--- src/sv/vgfp_pkg.sv ---
// Shared types, character codes and register map for the VCF genotype field parser.
// Used by vgfp_prob_step, vgfp_parser and vcf_genotype_field_parser; no dependencies.
`timescale 1ns / 1ps

package vgfp_pkg;

    localparam int MAX_SUBFIELDS = 16;
    localparam int FRAC_DIGITS   = 4;

    localparam int CFG_AW = 4;
    localparam int CFG_DW = 32;
    localparam int MINP_W = 14;
    localparam int PROB_SCALE = 10000;

    localparam logic [7:0] CH_TAB   = 8'h09;
    localparam logic [7:0] CH_LF    = 8'h0A;
    localparam logic [7:0] CH_CR    = 8'h0D;
    localparam logic [7:0] CH_SPACE = 8'h20;
    localparam logic [7:0] CH_COMMA = 8'h2C;
    localparam logic [7:0] CH_DOT   = 8'h2E;
    localparam logic [7:0] CH_ZERO  = 8'h30;
    localparam logic [7:0] CH_ONE   = 8'h31;
    localparam logic [7:0] CH_NINE  = 8'h39;
    localparam logic [7:0] CH_COLON = 8'h3A;

    localparam logic [1:0] REG_GT_FIELD   = 2'd0;
    localparam logic [1:0] REG_GP_FIELD   = 2'd1;
    localparam logic [1:0] REG_GP_PRESENT = 2'd2;
    localparam logic [1:0] REG_MIN_PROB   = 2'd3;

    localparam logic [1:0] GENO_MISSING = 2'd3;
    localparam logic [1:0] PROB_TRIPLE  = 2'd3;

    typedef struct packed {
        logic [3:0]        gt_field;
        logic [3:0]        gp_field;
        logic              gp_present;
        logic [MINP_W-1:0] min_prob;
    } cfg_t;

    typedef struct packed {
        logic [1:0] count;
        logic       any_ok;
        logic       perr;
        logic       in_frac;
        logic       has_digit;
    } prob_flags_t;

    typedef struct packed {
        logic       valid;
        logic [1:0] genotype;
        logic       low_quality;
    } result_t;

    function automatic longint unsigned pow_ten(input int n);
        longint unsigned r;
        r = 1;
        for (int i = 0; i < 12; i++) begin
            if (i < n) begin
                r = r * 10;
            end
        end
        return r;
    endfunction

    function automatic int acc_width(input int f);
        return $clog2(2 * pow_ten(f) + 1);
    endfunction

    function automatic int fd_width(input int f);
        return $clog2(f + 1);
    endfunction

endpackage

--- src/sv/vcf_genotype_field_parser.sv ---
// VCF genotype field parser top level: APB register file, input word register,
// parser and result register. Depends on vgfp_pkg and vgfp_parser.
`timescale 1ns / 1ps
//
// Feed the raw bytes of a line's sample columns on the s_ stream, one byte per
// word. Tab, space, CR or LF ends a sample; each non-empty sample yields one
// result word on the m_ stream holding the alternate allele dosage (3 when
// missing or rejected) and a low-quality flag. Other bytes yield no word.
// Program gt_field, gp_field, gp_present and min_prob over APB at byte
// addresses 0, 4, 8, 12 while the stream is idle; reads return the values.
// A byte accepted into the input word register is parsed when the parser steps,
// and its result word, if any, is loaded into the result register at that step.
// The stream takes one byte per cycle while the receiver is not stalling.
// The input word register and the result register decouple the two sides:
// a byte is taken while a finished result waits, and a stalled receiver
// stops the stream only when both registers are full.
// Reset clears the configuration, the parser state and both valid flags.
//

module vcf_genotype_field_parser #(
    parameter int MAX_SUBFIELDS = vgfp_pkg::MAX_SUBFIELDS,
    parameter int FRAC_DIGITS   = vgfp_pkg::FRAC_DIGITS
) (
    input  logic                        aclk,
    input  logic                        aresetn,
    input  logic                        psel,
    input  logic                        penable,
    input  logic                        pwrite,
    input  logic [vgfp_pkg::CFG_AW-1:0] paddr,
    input  logic [vgfp_pkg::CFG_DW-1:0] pwdata,
    output logic [vgfp_pkg::CFG_DW-1:0] prdata,
    output logic                        pready,
    input  logic                        s_tvalid,
    output logic                        s_tready,
    input  logic [7:0]                  s_tdata,   // [7:0] ch
    output logic                        m_tvalid,
    input  logic                        m_tready,
    output logic [7:0]                  m_tdata    // [1:0] genotype, [2] low_quality
);

    vgfp_pkg::cfg_t    cfg_reg;
    logic              in_valid_reg;
    logic [7:0]        ch_reg;
    logic              out_valid_reg;
    logic [1:0]        geno_reg;
    logic              lowq_reg;
    logic              step;
    logic              cfg_wr;
    vgfp_pkg::result_t res;

    assign pready = 1'b1;
    assign cfg_wr = psel && penable && pwrite;

    always_comb begin
        case (paddr[3:2])
            vgfp_pkg::REG_GT_FIELD:   prdata = vgfp_pkg::CFG_DW'(cfg_reg.gt_field);
            vgfp_pkg::REG_GP_FIELD:   prdata = vgfp_pkg::CFG_DW'(cfg_reg.gp_field);
            vgfp_pkg::REG_GP_PRESENT: prdata = vgfp_pkg::CFG_DW'(cfg_reg.gp_present);
            vgfp_pkg::REG_MIN_PROB:   prdata = vgfp_pkg::CFG_DW'(cfg_reg.min_prob);
            default:                  prdata = '0;
        endcase
    end

    always_ff @(posedge aclk) begin
        if (!aresetn) begin
            cfg_reg <= '0;
        end else if (cfg_wr) begin
            case (paddr[3:2])
                vgfp_pkg::REG_GT_FIELD:   cfg_reg.gt_field   <= pwdata[3:0];
                vgfp_pkg::REG_GP_FIELD:   cfg_reg.gp_field   <= pwdata[3:0];
                vgfp_pkg::REG_GP_PRESENT: cfg_reg.gp_present <= pwdata[0];
                vgfp_pkg::REG_MIN_PROB:
                    cfg_reg.min_prob <= pwdata[vgfp_pkg::MINP_W-1:0];
                default: ;
            endcase
        end
    end

    assign step     = in_valid_reg && (!out_valid_reg || m_tready);
    assign s_tready = !in_valid_reg || step;

    always_ff @(posedge aclk) begin
        if (!aresetn) begin
            in_valid_reg <= 1'b0;
        end else if (s_tready) begin
            in_valid_reg <= s_tvalid;
        end
    end

    always_ff @(posedge aclk) begin
        if (s_tready && s_tvalid) begin
            ch_reg <= s_tdata;
        end
    end

    vgfp_parser #(
        .MAX_SUBFIELDS (MAX_SUBFIELDS),
        .FRAC_DIGITS   (FRAC_DIGITS)
    ) u_parser (
        .aclk    (aclk),
        .aresetn (aresetn),
        .cfg     (cfg_reg),
        .step    (step),
        .ch      (ch_reg),
        .res     (res)
    );

    always_ff @(posedge aclk) begin
        if (!aresetn) begin
            out_valid_reg <= 1'b0;
        end else if (step) begin
            out_valid_reg <= res.valid;
        end else if (m_tready) begin
            out_valid_reg <= 1'b0;
        end
    end

    always_ff @(posedge aclk) begin
        if (step && res.valid) begin
            geno_reg <= res.genotype;
            lowq_reg <= res.low_quality;
        end
    end

    assign m_tvalid = out_valid_reg;
    assign m_tdata  = {5'b0, lowq_reg, geno_reg};

endmodule

--- src/sv/vgfp_prob_step.sv ---
// Next-value logic for one genotype-probability value: digit accumulation in fixed
// point, value finish, threshold compare. Depends on vgfp_pkg.
`timescale 1ns / 1ps

module vgfp_prob_step #(
    parameter int FRAC_DIGITS = vgfp_pkg::FRAC_DIGITS
) (
    input  logic [7:0]                                   ch,
    input  logic                                         do_char,
    input  logic                                         do_finish,
    input  logic [vgfp_pkg::MINP_W-1:0]                  min_prob,
    input  logic [vgfp_pkg::acc_width(FRAC_DIGITS)-1:0]  acc,
    input  logic [vgfp_pkg::fd_width(FRAC_DIGITS)-1:0]   fds,
    input  vgfp_pkg::prob_flags_t                        flags,
    output logic [vgfp_pkg::acc_width(FRAC_DIGITS)-1:0]  acc_next,
    output logic [vgfp_pkg::fd_width(FRAC_DIGITS)-1:0]   fds_next,
    output vgfp_pkg::prob_flags_t                        flags_next
);

    localparam int ACC_W = vgfp_pkg::acc_width(FRAC_DIGITS);
    localparam int FD_W  = vgfp_pkg::fd_width(FRAC_DIGITS);
    localparam int SUM_W = ACC_W + 4;
    localparam int CMP_W = ACC_W + vgfp_pkg::MINP_W;
    localparam longint unsigned POW_F = vgfp_pkg::pow_ten(FRAC_DIGITS);
    localparam longint unsigned CAP   = 2 * POW_F;

    logic [ACC_W-1:0] wtab [2**FD_W];

    for (genvar i = 0; i < 2**FD_W; i++) begin : g_wtab
        if (i < FRAC_DIGITS) begin : g_used
            assign wtab[i] = ACC_W'(vgfp_pkg::pow_ten(FRAC_DIGITS - 1 - i));
        end else begin : g_unused
            assign wtab[i] = '0;
        end
    end

    logic              is_digit;
    logic [3:0]        digit;
    logic [SUM_W-1:0]  int_sum;
    logic [SUM_W-1:0]  frac_sum;
    logic [ACC_W-1:0]  int_sat;
    logic [ACC_W-1:0]  frac_sat;
    logic [CMP_W-1:0]  scaled;
    logic [CMP_W-1:0]  thresh;
    logic [1:0]        fin_count;
    logic              fin_any;
    logic              fin_perr;

    assign is_digit = (ch >= vgfp_pkg::CH_ZERO) && (ch <= vgfp_pkg::CH_NINE);
    assign digit    = ch[3:0];
    assign int_sum  = SUM_W'(acc) * SUM_W'(10) + SUM_W'(digit) * SUM_W'(POW_F);
    assign frac_sum = SUM_W'(acc) + SUM_W'(digit) * SUM_W'(wtab[fds]);
    assign int_sat  = (int_sum > SUM_W'(CAP)) ? ACC_W'(CAP) : int_sum[ACC_W-1:0];
    assign frac_sat = (frac_sum > SUM_W'(CAP)) ? ACC_W'(CAP) : frac_sum[ACC_W-1:0];
    assign scaled   = CMP_W'(acc) * CMP_W'(vgfp_pkg::PROB_SCALE);
    assign thresh   = CMP_W'(min_prob) * CMP_W'(POW_F);

    always_comb begin
        fin_count = flags.count;
        if (flags.has_digit && (flags.count != vgfp_pkg::PROB_TRIPLE)) begin
            fin_count = flags.count + 2'd1;
        end
    end

    assign fin_any  = flags.any_ok | (flags.has_digit && (scaled >= thresh));
    assign fin_perr = flags.perr | !flags.has_digit
                    | (fin_count == vgfp_pkg::PROB_TRIPLE);

    always_comb begin
        acc_next   = acc;
        fds_next   = fds;
        flags_next = flags;
        if (do_finish || (do_char && !is_digit
                && !((ch == vgfp_pkg::CH_DOT) && !flags.in_frac))) begin
            acc_next             = '0;
            fds_next             = '0;
            flags_next.count     = fin_count;
            flags_next.any_ok    = fin_any;
            flags_next.perr      = fin_perr | (!do_finish && (ch != vgfp_pkg::CH_COMMA));
            flags_next.in_frac   = 1'b0;
            flags_next.has_digit = 1'b0;
        end else if (do_char) begin
            if (is_digit) begin
                flags_next.has_digit = 1'b1;
                if (flags.in_frac) begin
                    if (fds < FD_W'(FRAC_DIGITS)) begin
                        acc_next = frac_sat;
                        fds_next = fds + FD_W'(1);
                    end
                end else begin
                    acc_next = int_sat;
                end
            end else begin
                flags_next.in_frac = 1'b1;
            end
        end
    end

endmodule

--- src/sv/vgfp_parser.sv ---
// Per-sample parser state: subfield counting, GT dosage and GP check, one byte a step.
// Depends on vgfp_pkg and vgfp_prob_step.
`timescale 1ns / 1ps

module vgfp_parser #(
    parameter int MAX_SUBFIELDS = vgfp_pkg::MAX_SUBFIELDS,
    parameter int FRAC_DIGITS   = vgfp_pkg::FRAC_DIGITS
) (
    input  logic                  aclk,
    input  logic                  aresetn,
    input  vgfp_pkg::cfg_t        cfg,
    input  logic                  step,
    input  logic [7:0]            ch,
    output vgfp_pkg::result_t     res
);

    localparam int ACC_W = vgfp_pkg::acc_width(FRAC_DIGITS);
    localparam int FD_W  = vgfp_pkg::fd_width(FRAC_DIGITS);
    localparam int SC_W  = $clog2(MAX_SUBFIELDS + 1);
    localparam int IDX_W = (SC_W > 4) ? SC_W : 4;

    logic [SC_W-1:0]       sc_reg, sc_next;
    logic [1:0]            cpos_reg, cpos_next;
    logic                  gt_seen_reg, gt_seen_next;
    logic [1:0]            dose_reg, dose_next;
    logic                  amiss_reg, amiss_next;
    logic                  tok_reg, tok_next;
    logic                  gp_seen_reg, gp_seen_next;
    logic [ACC_W-1:0]      acc_reg, acc_next;
    logic [FD_W-1:0]       fds_reg, fds_next;
    vgfp_pkg::prob_flags_t flags_reg, flags_next;

    logic [ACC_W-1:0]      pacc;
    logic [FD_W-1:0]       pfds;
    vgfp_pkg::prob_flags_t pflags;

    logic is_ws, is_colon, valid_idx, in_gt, in_gp, check_on, gp_active;
    logic do_char, do_finish, ok;

    assign is_ws = (ch == vgfp_pkg::CH_TAB) || (ch == vgfp_pkg::CH_SPACE)
                || (ch == vgfp_pkg::CH_CR)  || (ch == vgfp_pkg::CH_LF);
    assign is_colon  = (ch == vgfp_pkg::CH_COLON);
    assign valid_idx = (sc_reg < SC_W'(MAX_SUBFIELDS));
    assign in_gt     = valid_idx && (IDX_W'(sc_reg) == IDX_W'(cfg.gt_field));
    assign in_gp     = !in_gt && cfg.gp_present && valid_idx
                    && (IDX_W'(sc_reg) == IDX_W'(cfg.gp_field));
    assign check_on  = cfg.gp_present && (cfg.min_prob != '0);
    assign gp_active = in_gp && check_on && gp_seen_reg && !flags_reg.perr;
    assign do_finish = gp_active && (is_ws || is_colon);
    assign do_char   = !is_ws && !is_colon && in_gp && check_on && !flags_reg.perr;

    vgfp_prob_step #(
        .FRAC_DIGITS (FRAC_DIGITS)
    ) u_prob (
        .ch         (ch),
        .do_char    (do_char),
        .do_finish  (do_finish),
        .min_prob   (cfg.min_prob),
        .acc        (acc_reg),
        .fds        (fds_reg),
        .flags      (flags_reg),
        .acc_next   (pacc),
        .fds_next   (pfds),
        .flags_next (pflags)
    );

    assign ok = !(check_on && gp_seen_reg)
             || ((pflags.count == vgfp_pkg::PROB_TRIPLE) && pflags.any_ok);

    always_comb begin
        res.valid       = step && is_ws && tok_reg;
        res.low_quality = !ok;
        res.genotype    = (!ok || !gt_seen_reg || amiss_reg) ? vgfp_pkg::GENO_MISSING
                                                             : dose_reg;
    end

    always_comb begin
        sc_next      = sc_reg;
        cpos_next    = cpos_reg;
        gt_seen_next = gt_seen_reg;
        dose_next    = dose_reg;
        amiss_next   = amiss_reg;
        tok_next     = tok_reg;
        gp_seen_next = gp_seen_reg;
        acc_next     = pacc;
        fds_next     = pfds;
        flags_next   = pflags;
        if (is_ws) begin
            sc_next      = '0;
            cpos_next    = '0;
            gt_seen_next = 1'b0;
            dose_next    = '0;
            amiss_next   = 1'b0;
            tok_next     = 1'b0;
            gp_seen_next = 1'b0;
            acc_next     = '0;
            fds_next     = '0;
            flags_next   = '0;
        end else if (is_colon) begin
            tok_next             = 1'b1;
            acc_next             = '0;
            fds_next             = '0;
            flags_next.in_frac   = 1'b0;
            flags_next.has_digit = 1'b0;
            cpos_next            = '0;
            if (valid_idx) begin
                sc_next = sc_reg + SC_W'(1);
            end
        end else begin
            tok_next = 1'b1;
            if (in_gt) begin
                gt_seen_next = 1'b1;
                if ((cpos_reg == 2'd0) || (cpos_reg == 2'd2)) begin
                    if (ch == vgfp_pkg::CH_ONE) begin
                        if (dose_reg != 2'd2) begin
                            dose_next = dose_reg + 2'd1;
                        end
                    end else if (ch == vgfp_pkg::CH_DOT) begin
                        amiss_next = 1'b1;
                    end
                end
                if (cpos_reg != 2'd3) begin
                    cpos_next = cpos_reg + 2'd1;
                end
            end else if (in_gp) begin
                gp_seen_next = 1'b1;
            end
        end
    end

    always_ff @(posedge aclk) begin
        if (!aresetn) begin
            sc_reg      <= '0;
            cpos_reg    <= '0;
            gt_seen_reg <= 1'b0;
            dose_reg    <= '0;
            amiss_reg   <= 1'b0;
            tok_reg     <= 1'b0;
            gp_seen_reg <= 1'b0;
            acc_reg     <= '0;
            fds_reg     <= '0;
            flags_reg   <= '0;
        end else if (step) begin
            sc_reg      <= sc_next;
            cpos_reg    <= cpos_next;
            gt_seen_reg <= gt_seen_next;
            dose_reg    <= dose_next;
            amiss_reg   <= amiss_next;
            tok_reg     <= tok_next;
            gp_seen_reg <= gp_seen_next;
            acc_reg     <= acc_next;
            fds_reg     <= fds_next;
            flags_reg   <= flags_next;
        end
    end

endmodule
--- config.mk ---
export PLATFORM = sky130hd
export DESIGN_NAME = vcf_genotype_field_parser
export DESIGN_NICKNAME = d
export VERILOG_FILES = /design/src/sv/vgfp_pkg.sv /design/src/sv/vcf_genotype_field_parser.sv /design/src/sv/vgfp_prob_step.sv /design/src/sv/vgfp_parser.sv
export SDC_FILE = /design/constraint.sdc
export NUM_CORES = 1
export LEC_CHECK = 0
export CORE_ASPECT_RATIO = 1.1
export CORE_MARGIN = 4
export CORE_UTILIZATION = 60
export DETAILED_ROUTE_END_ITERATION = 16
export DONT_BUFFER_PORTS = 1
export GPL_ROUTABILITY_DRIVEN = 0
export HOLD_SLACK_MARGIN = 0.15
export PLACE_DENSITY = 0.79
export SYNTH_ARGS = -nofsm -noshare
export SYNTH_HDL_FRONTEND = slang
export SYNTH_HIERARCHICAL = 1
export SYNTH_SLANG_ARGS = --single-unit
--- constraint.sdc ---
create_clock -name aclk -period 5.58 [get_ports aclk]
set_input_delay 1.116 -clock aclk [delete_from_list [all_inputs] [get_ports aclk]]
set_output_delay 1.116 -clock aclk [all_outputs]
set_load 0.01 [all_outputs]
==> results of run 1 <==
[per-layer routing]
layer  up-vias  wire length, um
met4         0             1220
met1      5510            13700
met5         -                0
li1       5510                -
met3       126             1750
met2       400            17200
[per-stage QoR]
step	total power, mW	setup WS [ns]
3_3_place_gp	1.32	-0.694
6_report	2.06	-0.734
4_1_cts	1.99	-0.608
5_1_grt	2.17	-0.976
2_1_floorplan	1.18	-0.164
3_5_place_dp	1.35	-0.776
[cell usage in the layout (no fill, tap or decap), drive strengths merged, types with 23 or more instances in the layout]
cell,count
nor2,93
fa,90
buf,157
and3,25
ha,255
xnor2,47
nor3,28
inv,262
a21oi,75
conb,24
o21ai,45
nor2b,36
mux2i,32
nand2,95
dfxtp,62
nand3,29
xor2,24
a21o,26
a22oi,23
[kinds of logic (layout without fill, tap and decap cells)]
logic type	Yosys count	after routing
compound gates	292	292
buf+inv	316	433
simple gates	407	407
flops	73	73
mux	37	37
other cells	2	24
fa+ha+maj	345	345
xor+xnor	71	71
[area by class of cell]
type / count / area, um2 / area share (%)
multi-input combinational: 1176 / 10900 / 71.0
sequential: 73 / 1600 / 10.4
timing repair buffer: 157 / 1180 / 7.71
inverter: 260 / 981 / 6.39
tap: 290 / 363 / 2.37
clock buffer: 10 / 250 / 1.63
clock inverter: 6 / 71.3 / 0.465
[synth_stat cells (18+ instances only)]
cell type  instances  share of area [%]
a21o_1            26                1.5
a21oi_1           73                2.8
a22oi_2           20                1.9
and3_1            25                1.2
buf_4             26                1.5
clkbuf_1          18               0.51
dfxtp_1           62                9.4
fa_1              90                 14
ha_1             255                 24
inv_1            259                7.4
mux2i_1           32                2.4
nand2_1           95                2.7
nand3_1           28                1.1
nand4_1           18               0.85
nor2_1            92                2.6
nor2b_1           36                1.7
nor3_1            27                1.0
o21a_1            19                1.1
o21ai_0           36                1.4
xnor2_1           46                3.1
xor2_1            24                1.6
[path summary, 6_finish.rpt]
path                            to  slack, ns           startpoint
setup / recovery       geno_reg[1]      -0.73  u_parser/acc_reg[4]
hold / removal    u_parser/tok_reg       0.46     u_parser/tok_reg
setup reg to reg       geno_reg[1]      -0.73  u_parser/acc_reg[4]
hold reg to reg   u_parser/tok_reg       0.46     u_parser/tok_reg
[what timing repair did]
| item | 4_1_cts | 5_1_grt |
|---|---|---|
| buffers inserted | 4 | 4 |
| endpoints found under the setup margin | 5 | 17 |
| resized for setup | 48 | 36 |
| hold buffers | 0 | 0 |
| pin swaps | 31 | 18 |
[worst min-delay path: stages, from the launching register on]
cell and delay (ns):
dfxtp_1 0.30, inv_1 0.06, a21oi_1 0.06
[power groups by stage]
| stage | Sequential, mW | Clock [mW] | Combinational (mW) |
|---|---|---|---|
| after floorplan | 0.565 | 0 | 0.616 |
| after global placement | 0.560 | 0 | 0.762 |
| after detailed placement | 0.561 | 0 | 0.787 |
| after CTS | 0.550 | 0.630 | 0.813 |
| after global routing | 0.550 | 0.652 | 0.968 |
| final | 0.549 | 0.630 | 0.880 |
==> flow_summary.yaml, run 1 <==
status:
  status: "complete, but fails checks"
  violations: "setup timing"
final_layout:
  n_fill_cell: 1574
  stdcell_area_mm2: 0.0153
  largest_reg_flops: 23
  antenna_cells: 0
  postLayoutCoreUtil_pct: 71.6
  stdcell_count: 1972
  area_delta_synth_final_pct: 16.5
  nets: 2073
  drive_above_1_share_pct: 20.0
floorplanning:
  initial_core_util_pct: 61.4
  core_mm2: 0.0214
  die_width_um: 149
  die_h_um: 163
  ioPinCount: 94
  die-area_mm2: 0.0244
  floorplan.rows: 56
timing:
  hold-worst-slack_ns: 0.458
  slew_headroom_pct: 25.0
  fin_crit_sh_pct: 113
  tightest_slew_ns: 1.12
  setup_tns_ns: -2.26
  rsz0062_at_grt: "true"
  setup_violations: 4
  final_max_slew_viol_count: 0
  hold_viol_final: 0
  skew_ns: 0.0108
  min_period_ns: 6.31
  fmax_ghz: 0.158
  setup_slack_ns: -0.734
global_routing:
  use_met1_pct: 33.5
  antenna_found_initial: 0
  grt_busiest_layer: "met2"
  use_met2_pct: 49.7
  grt_pass1_wl_um: 55200
  grt_pass1_vias: 11800
  track_usage_pct: 27.6
  grt_max_degree: 71
  grt-ovfl-total: 0
  met3_usage_pct: 3.63
placement:
  dp_hpwl_um: 25900
  place_inst: 1949
  dpl_cell_area_mm2: 0.0145
  io_buffers: 0
worst_setup_path:
  slowest_stage: "fa_1"
  start_kind: "register"
  worstPathMaxFanout: 3
  required_ns: 5.68
  worstPathArrival_ns: 6.41
  critical_path_depth: 28
  cpMostUsedCell: "nor2_2"
  crit_type: "register to register"
  critPathBufInv: 4
  max_stage_delay_ns: 0.55
  reg2reg_depth: 28
  cp-end-kind: "register"
  worst_path_dominant_cell_family: "adder cells"
pwr:
  sw_frac_of_total_pct: 37.9
  p_clk_share_pct: 30.6
  pwr-share-comb_pct: 42.7
  pwr-share-seq_pct: 26.7
  switchingPower_mw: 0.781
  power_density_mw_per_mm2: 134
  p_int_mw: 1.28
  vdd_ir_drop_max_v: 0.000215
  leakage_nw: 7.92
worst_hold_path:
  min_path_type: "register to register"
  hold_depth: 2
synthesis:
  synth_cell_types: 92
  synth_compound_area_share_pct: 16.2
  avgSynthCellArea_um2: 8.54
  synthArstFlopShare_pct: 0
  ys_ff_latch: 73
  ys_warn_count: 6
  synth_xor_area_share_pct: 4.78
  synth_top_family_by_area: "adder cells"
  syn_inst: 1543
  synth_edf_count: 11
  syn-cell-area_mm2: 0.0132
  synthSimpleGateAreaFrac_pct: 16.0
  yosys-mux-area-fraction_pct: 2.97
  synthAdderAreaFrac_pct: 37.9
  synth_flop_cell: "dfxtp_1"
  seq_area_frac_synth_pct: 11.9
route:
  drt_pass1_iterations: 6
  viasPerCell: 5.85
  ant_nets: 0
  wl_per_cell_um: 17.2
  drcViolationCount: 0
  totalWireLength_um: 33900
  num_vias: 11500
  drt_iter0_drc: 961
cts:
  root_buffer: "clkbuf_16"
  cts_buffer_depth: 2
  cts_buffers: 9
  htree_num_levels: 3
  insertion_delay_ns: 0.35
  path_clk_slew_ns: 0.07
  cts_tree: "built"
  clkSinkCount: 73
flow_run:
  drv_cap: 0
Note: power is estimated with default switching activity, not from simulation.
==> run 2: changes to the inputs <==
--- a/config.mk
+++ b/config.mk
@@ -5,14 +5,16 @@
 export SDC_FILE = /design/constraint.sdc
 export NUM_CORES = 1
 export LEC_CHECK = 0
+export ABC_AREA = 1
 export CORE_ASPECT_RATIO = 1.1
-export CORE_MARGIN = 4
+export CORE_MARGIN = 2
 export CORE_UTILIZATION = 60
 export DETAILED_ROUTE_END_ITERATION = 16
 export DONT_BUFFER_PORTS = 1
 export GPL_ROUTABILITY_DRIVEN = 0
 export HOLD_SLACK_MARGIN = 0.15
 export PLACE_DENSITY = 0.79
+export RECOVER_POWER = 50
 export SYNTH_ARGS = -nofsm -noshare
 export SYNTH_HDL_FRONTEND = slang
 export SYNTH_HIERARCHICAL = 1
==> run 2 against run 1 <==
- the run ends with capacitance limit, slew limit, setup timing left
- register-to-register slack gained 0.48 ns
- synthesized area increased by 4.5%
- clock power is 4.4% lower
- count of clock-buffer cells in the layout decreased by 1
- worst hold slack improved by 0.0091 ns
- first-iteration DRC count shrank 20%
- routed wire length is 1.9% lower
- clock skew decreased by 0.0024 ns
- critical path type unchanged
- critical endpoint unchanged
==> flow_summary.yaml, run 2 <==
status:
  status: "complete, but fails checks"
  violations: "capacitance limit, slew limit, setup timing"
synthesis:
  yosys-top-cells-area: "ha_1, fa_1, inv_1"
  synth_common_cells: "inv_1, nand2_1, ha_1, nor2_1, a21oi_1"
  synthArstFlopShare_pct: 0
  avgSynthCellArea_um2: 6.90
  ys_warn_count: 6
  synth_cell_types: 50
  syn_inst: 1995
  seq_area_frac_synth_pct: 11.4
  synth_top_area_cell: "ha_1"
  synth_compound_area_share_pct: 9.45
  synth_flop_cell: "dfxtp_1"
  yosysMostFrequentCell: "inv_1"
  yosys-mux-area-fraction_pct: 0
  synthSimpleGateAreaFrac_pct: 24.5
  synthAdderAreaFrac_pct: 36.3
  synth_top_area_share_pct: 23.2
  syn-cell-area_mm2: 0.0138
  synth_top_family_by_area: "adder cells"
  synth_xor_area_share_pct: 3.88
  synth_edf_count: 11
  ys_ff_latch: 73
pwr:
  vdd_ir_drop_max_v: 0.000116
  switchingPower_mw: 0.711
  sw_frac_of_total_pct: 38.3
  p_clk_share_pct: 32.4
  pwr-share-comb_pct: 37.6
  p_int_mw: 1.15
  leakage_nw: 8.56
  power_density_mw_per_mm2: 122
  pwr-share-seq_pct: 30.0
floorplanning:
  die-area_mm2: 0.0242
  core_mm2: 0.0227
  die_h_um: 163
  floorplan.rows: 58
  ioPinCount: 94
  die_width_um: 148
  initial_core_util_pct: 60.6
global_routing:
  grt_pass1_vias: 12500
  antenna_found_initial: 0
  grt-ovfl-total: 0
  grt_pass1_wl_um: 56100
  grt_max_degree: 30
  track_usage_pct: 28.0
worst_hold_path:
  hold_start: "u_parser/amiss_reg"
  min_path_type: "register to register"
  hold_depth: 2
  min_to: "u_parser/amiss_reg"
worst_setup_path:
  start_kind: "register"
  worst_path_dominant_cell_family: "adder cells"
  required_ns: 5.66
  reg2reg_depth: 28
  worstPathMaxFanout: 4
  worstPathArrival_ns: 5.92
  r2r-start: "u_parser/acc_reg[4]"
  critPathBufInv: 5
  rr_endpoint: "geno_reg[1]"
  slowest_stage: "fa_1"
  max_stage_delay_ns: 0.55
  cp-end-kind: "register"
  crit_type: "register to register"
  r2r_slack_ns: -0.26
placement:
  dpl_cell_area_mm2: 0.0146
  dp_hpwl_um: 27000
  io_buffers: 0
cts:
  cts_buffer_depth: 2
  cts_buffers: 9
  htree_num_levels: 3
  clkSinkCount: 73
  cts_tree: "built"
  ctsHoldBuffers: 0
  path_clk_slew_ns: 0.06
  insertion_delay_ns: 0.34
  root_buffer: "clkbuf_16"
route:
  drcViolationCount: 0
  wl_per_cell_um: 14.0
  viasPerCell: 5.37
  drt_iter0_drc: 773
  num_vias: 12700
  totalWireLength_um: 33200
  ant_nets: 0
  drt_pass1_iterations: 7
timing:
  slew_headroom_pct: -34.1
  rsz0062_at_grt: "true"
  setup_violations: 4
  tightest_slew_ns: 2.01
  min_period_ns: 5.84
  skew_ns: 0.00848
  fmax_ghz: 0.171
  hold-worst-slack_ns: 0.467
  final_max_slew_viol_count: 26
  setup_slack_ns: -0.255
  fin_crit_sh_pct: 105
  hold_viol_final: 0
  setup_tns_ns: -0.737
final_layout:
  stdcell_area_mm2: 0.0152
  final_cell_mix: "inv_1, nand2_1, ha_1"
  drive_above_1_share_pct: 10.8
  antenna_cells: 0
  final_common_cell: "inv_1"
  area_delta_synth_final_pct: 10.6
  nets: 2464
  largest_reg_flops: 23
  postLayoutCoreUtil_pct: 67.0
flow_run:
  drv_cap: 1
## run 2: changes by cell type after synthesis, moves of 13 or more
| cell | before | now |
|---|---|---|
| a21o_1 | 26 | 5 |
| a21oi_1 | 73 | 133 |
| a22oi_2 | 20 | 0 |
| and3_1 | 25 | 1 |
| inv_1 | 259 | 430 |
| mux2i_1 | 32 | 0 |
| nand2_1 | 95 | 397 |
| nand2_2 | 0 | 13 |
| nand3_1 | 28 | 121 |
| nor2_1 | 92 | 172 |
| nor2b_1 | 36 | 0 |
| o21a_1 | 19 | 1 |
| xnor2_1 | 46 | 23 |
| xor2_1 | 24 | 38 |
## run 2: stage by stage
step	cells	power (mW)	worst slack [ns]
after floorplan	2017	1.09	0.00124
after global placement	2355	1.21	-0.310
after detailed placement	2355	1.23	-0.492
after CTS	2372	1.85	-0.254
after global routing	2373	1.98	-0.569
final	2373	1.86	-0.255
## run 2: metal layers
layer,global-route usage (%),part of all wire [%]
met5,0,0
met3,2.46,4.0
met1,34.0,42
met4,10.4,3.5
met2,51.4,51
## run 2: power by group through the flow
stage | registers [mW] | logic (mW) | clock network (mW)
2_1_floorplan | 0.569 | 0.520 | 0
3_3_place_gp | 0.567 | 0.638 | 0
3_5_place_dp | 0.568 | 0.661 | 0
4_1_cts | 0.556 | 0.676 | 0.613
5_1_grt | 0.558 | 0.788 | 0.632
6_report | 0.556 | 0.698 | 0.602
## run 2: worst max path at each step
| stage | slack (ns) | from | end | cells after the start |
|---|---|---|---|---|
| 6_report | -0.26 | u_parser/acc_reg[4] | geno_reg[1] | 28 |
| 5_1_grt | -0.57 | cfg_reg[4] | geno_reg[1] | 34 |
| 4_1_cts | -0.25 | cfg_reg[4] | geno_reg[1] | 33 |
| 3_5_place_dp | -0.49 | cfg_reg[5] | geno_reg[1] | 31 |
| 3_3_place_gp | -0.31 | cfg_reg[5] | geno_reg[1] | 31 |
| 2_1_floorplan | 0.001 | cfg_reg[5] | geno_reg[1] | 30 |
## run 2: logic make-up after synthesis
kind of cell	after synthesis
other	2
flip-flops	73
AND/OR/NAND/NOR	788
AO/OA/AOI/OAI	233
adder cells (fa/ha/maj)	345
buffers and inverters	493
XOR/XNOR	61
## run 2: repair_timing
item                       in CTS  in global routing
resized for setup              44                 34
pin swaps                      36                 29
buffers inserted                1                  1
setup endpoints to repair       4                 19
## run 2: worst min-delay path: cells and delay by family, from the launching register on
family / cells / cell delay [ns]
AND/OR/NAND/NOR: 1 / 0.06
AO/OA/AOI/OAI: 1 / 0.05
flip-flops: 1 / 0.31
## run 2: final cells by class
| cell class | instances | area, um2 |
|---|---|---|
| inverter | 437 | 1640 |
| clock inverter | 7 | 80.1 |
| fill | 1938 | 7480 |
| clock buffer | 9 | 225 |
| sequential | 73 | 1580 |
| tap | 300 | 375 |
| multi-input combinational | 1451 | 10600 |
| timing repair buffer | 96 | 728 |
==> run 3: changes to the inputs <==
--- a/config.mk
+++ b/config.mk
@@ -5,15 +5,13 @@
 export SDC_FILE = /design/constraint.sdc
 export NUM_CORES = 1
 export LEC_CHECK = 0
-export ABC_AREA = 1
-export CORE_ASPECT_RATIO = 1.1
 export CORE_MARGIN = 2
 export CORE_UTILIZATION = 60
 export DETAILED_ROUTE_END_ITERATION = 16
 export DONT_BUFFER_PORTS = 1
 export GPL_ROUTABILITY_DRIVEN = 0
 export HOLD_SLACK_MARGIN = 0.15
-export PLACE_DENSITY = 0.79
+export PLACE_DENSITY = 0.76
 export RECOVER_POWER = 50
 export SYNTH_ARGS = -nofsm -noshare
 export SYNTH_HDL_FRONTEND = slang
==> constraint.sdc (replaced) <==
create_clock -name aclk -period 6 [get_ports aclk]
set_input_delay 1.2 -clock aclk [delete_from_list [all_inputs] [get_ports aclk]]
set_output_delay 1.2 -clock aclk [all_outputs]
set_load 0.01 [all_outputs]
==> run 3 against run 2 <==
- the run ends with setup timing left
- worst hold slack worse by 0.0014 ns
- cell count down 19%
- count of clock-buffer cells in the layout unchanged
- routed wire length down 5.8%
- non-clock buffer count up 31
- via count down 12%
- utilization up 1.7 points
- maximum frequency down 7.4%
- first-iteration DRC count down 4.7%
- worst setup slack worse by 0.044 ns
- sequential power down 7.7%
==> flow_summary.yaml, run 3 (synthesis results as in run 1) <==
status:
  status: "complete, but fails checks"
  violations: "setup timing"
global_routing:
  grt-ovfl-total: 0
  grt_pass1_wl_um: 51900
  grt_pass1_vias: 11200
  antenna_found_initial: 0
  grt_max_degree: 71
  track_usage_pct: 26.7
pwr:
  p_clk_share_pct: 31.2
  totalPowerFinal_mw: 1.84
  power_density_mw_per_mm2: 123
  switchingPower_mw: 0.702
  pwr-share-comb_pct: 40.9
  vdd_ir_drop_max_v: 0.000133
  p_int_mw: 1.14
  pwr-share-seq_pct: 27.9
  sw_frac_of_total_pct: 38.1
  leakage_nw: 7.82
timing:
  setup_violations: 3
  setup_slack_ns: -0.299
  rsz0062_at_grt: "true"
  hold_viol_final: 0
  tightest_slew_ns: 1.42
  final_max_slew_viol_count: 0
  fmax_ghz: 0.159
  min_period_ns: 6.30
  slew_headroom_pct: 4.89
  fin_crit_sh_pct: 105
  skew_ns: 0.0117
cts:
  cts_tree: "built"
  clkSinkCount: 73
  root_buffer: "clkbuf_16"
  htree_num_levels: 3
  ctsHoldBuffers: 0
  path_clk_slew_ns: 0.07
  cts_buffers: 9
  insertion_delay_ns: 0.35
  cts_buffer_depth: 2
placement:
  dp_hpwl_um: 24900
  io_buffers: 0
  pre_cts_ws_ns: -0.660
final_layout:
  final_cell_mix: "inv_1, ha_1, buf_4"
  n_fill_cell: 1663
  area_delta_synth_final_pct: 13.1
  drive_above_1_share_pct: 16.6
  largest_reg_flops: 23
  antenna_cells: 0
  postLayoutCoreUtil_pct: 68.7
  nets: 2043
  final_common_cell: "inv_1"
worst_hold_path:
  hold_start: "u_parser/tok_reg"
  min_path_type: "register to register"
route:
  viasPerCell: 5.80
  ant_nets: 0
  drcViolationCount: 0
  wl_per_cell_um: 16.2
  num_vias: 11200
  drt_iter0_drc: 737
  totalWireLength_um: 31300
  drt_pass1_iterations: 5
flow_run:
  drv_cap: 0
floorplanning:
  initial_core_util_pct: 60.7
  core_mm2: 0.0217
  die_width_um: 152
  die-area_mm2: 0.0232
  ioPinCount: 94
  floorplan.rows: 54
  die_h_um: 152
worst_setup_path:
  required_ns: 6.09
  worst_path_dominant_cell_family: "adder cells"
  worstPathArrival_ns: 6.39
  cp-end-kind: "register"
  critPathBufInv: 4
  r2r-start: "u_parser/acc_reg[6]"
  slowest_stage: "fa_1"
  start_kind: "register"
  worstPathMaxFanout: 4
  max_stage_delay_ns: 0.55
  crit_type: "register to register"
  startpoint: "u_parser/acc_reg[6]"
-- run 3: cell types whose count changed in the layout (fill, tap and decap cells not counted), moves of 18 or more --
cell | before | now
mux2i_1 | 0 | 32
buf_4 | 94 | 124
a21o_1 | 5 | 26
nand3_1 | 121 | 27
nand2_1 | 393 | 94
and3_1 | 1 | 24
a22oi_2 | 0 | 20
nor2_1 | 168 | 90
o21a_1 | 1 | 19
inv_1 | 416 | 246
a21oi_1 | 126 | 66
xnor2_1 | 23 | 45
nor2b_1 | 0 | 35
-- run 3: what timing repair did --
item	in CTS	in global routing
cloned	0	0
setup buffers	7	1
pin swaps	45	31
setup endpoints to repair	4	15
gates resized for setup	48	32
-- run 3: power by group through the flow --
stage / Sequential, mW / Clock [mW] / Combinational [mW]
2_1_floorplan: 0.528 / 0 / 0.571
3_3_place_gp: 0.524 / 0 / 0.701
3_5_place_dp: 0.524 / 0 / 0.718
4_1_cts: 0.513 / 0.581 / 0.737
5_1_grt: 0.514 / 0.604 / 0.830
6_report: 0.513 / 0.575 / 0.752
-- run 3: through the flow --
stage	hold slack [ns]	TNS, ns	cells	area (um2)
2_1_floorplan	0.435	0	1565	13300
3_3_place_gp	0.450	-1.82	1909	14200
3_5_place_dp	0.456	-2.04	1909	14200
4_1_cts	0.467	-0.737	1931	14800
5_1_grt	0.499	-1.75	1932	14900
6_report	0.465	-0.810	1932	14900
-- run 3: path summary, 6_finish.rpt --
check        slack [ns]          endpoint  depth (start not counted)
min reg2reg        0.47  u_parser/tok_reg                          2
max reg2reg       -0.30       geno_reg[1]                         28
min                0.47  u_parser/tok_reg                          2
max               -0.30       geno_reg[1]                         28
-- run 3: metal layers --
layer / up-vias / global-route usage [%] / part of all wire [%]
li1: 5459 / - / -
met1: 5362 / 34.0 / 43
met2: 311 / 45.7 / 48
met3: 77 / 4.41 / 5.4
met4: 0 / 9.57 / 3.1
met5: - / 0 / 0
-- run 3: cell type report --
class	count	area, um2	share of cell area (%)
clock buffers	9	225	1.51
clock inverters	7	85.1	0.571
inverters	260	981	6.58
multi-input cells	1176	10700	71.9
flip-flops and latches	73	1590	10.6
well taps	280	350	2.35
repair buffers	127	965	6.47
-- run 3: tightest hold or removal path, delay by kind of cell (launching register included) --
| kind | cells | cell delay (ns) |
|---|---|---|
| AOI/OAI and AO/OA | 1 | 0.06 |
| buffers and inverters | 1 | 0.06 |
| DFF | 1 | 0.30 |
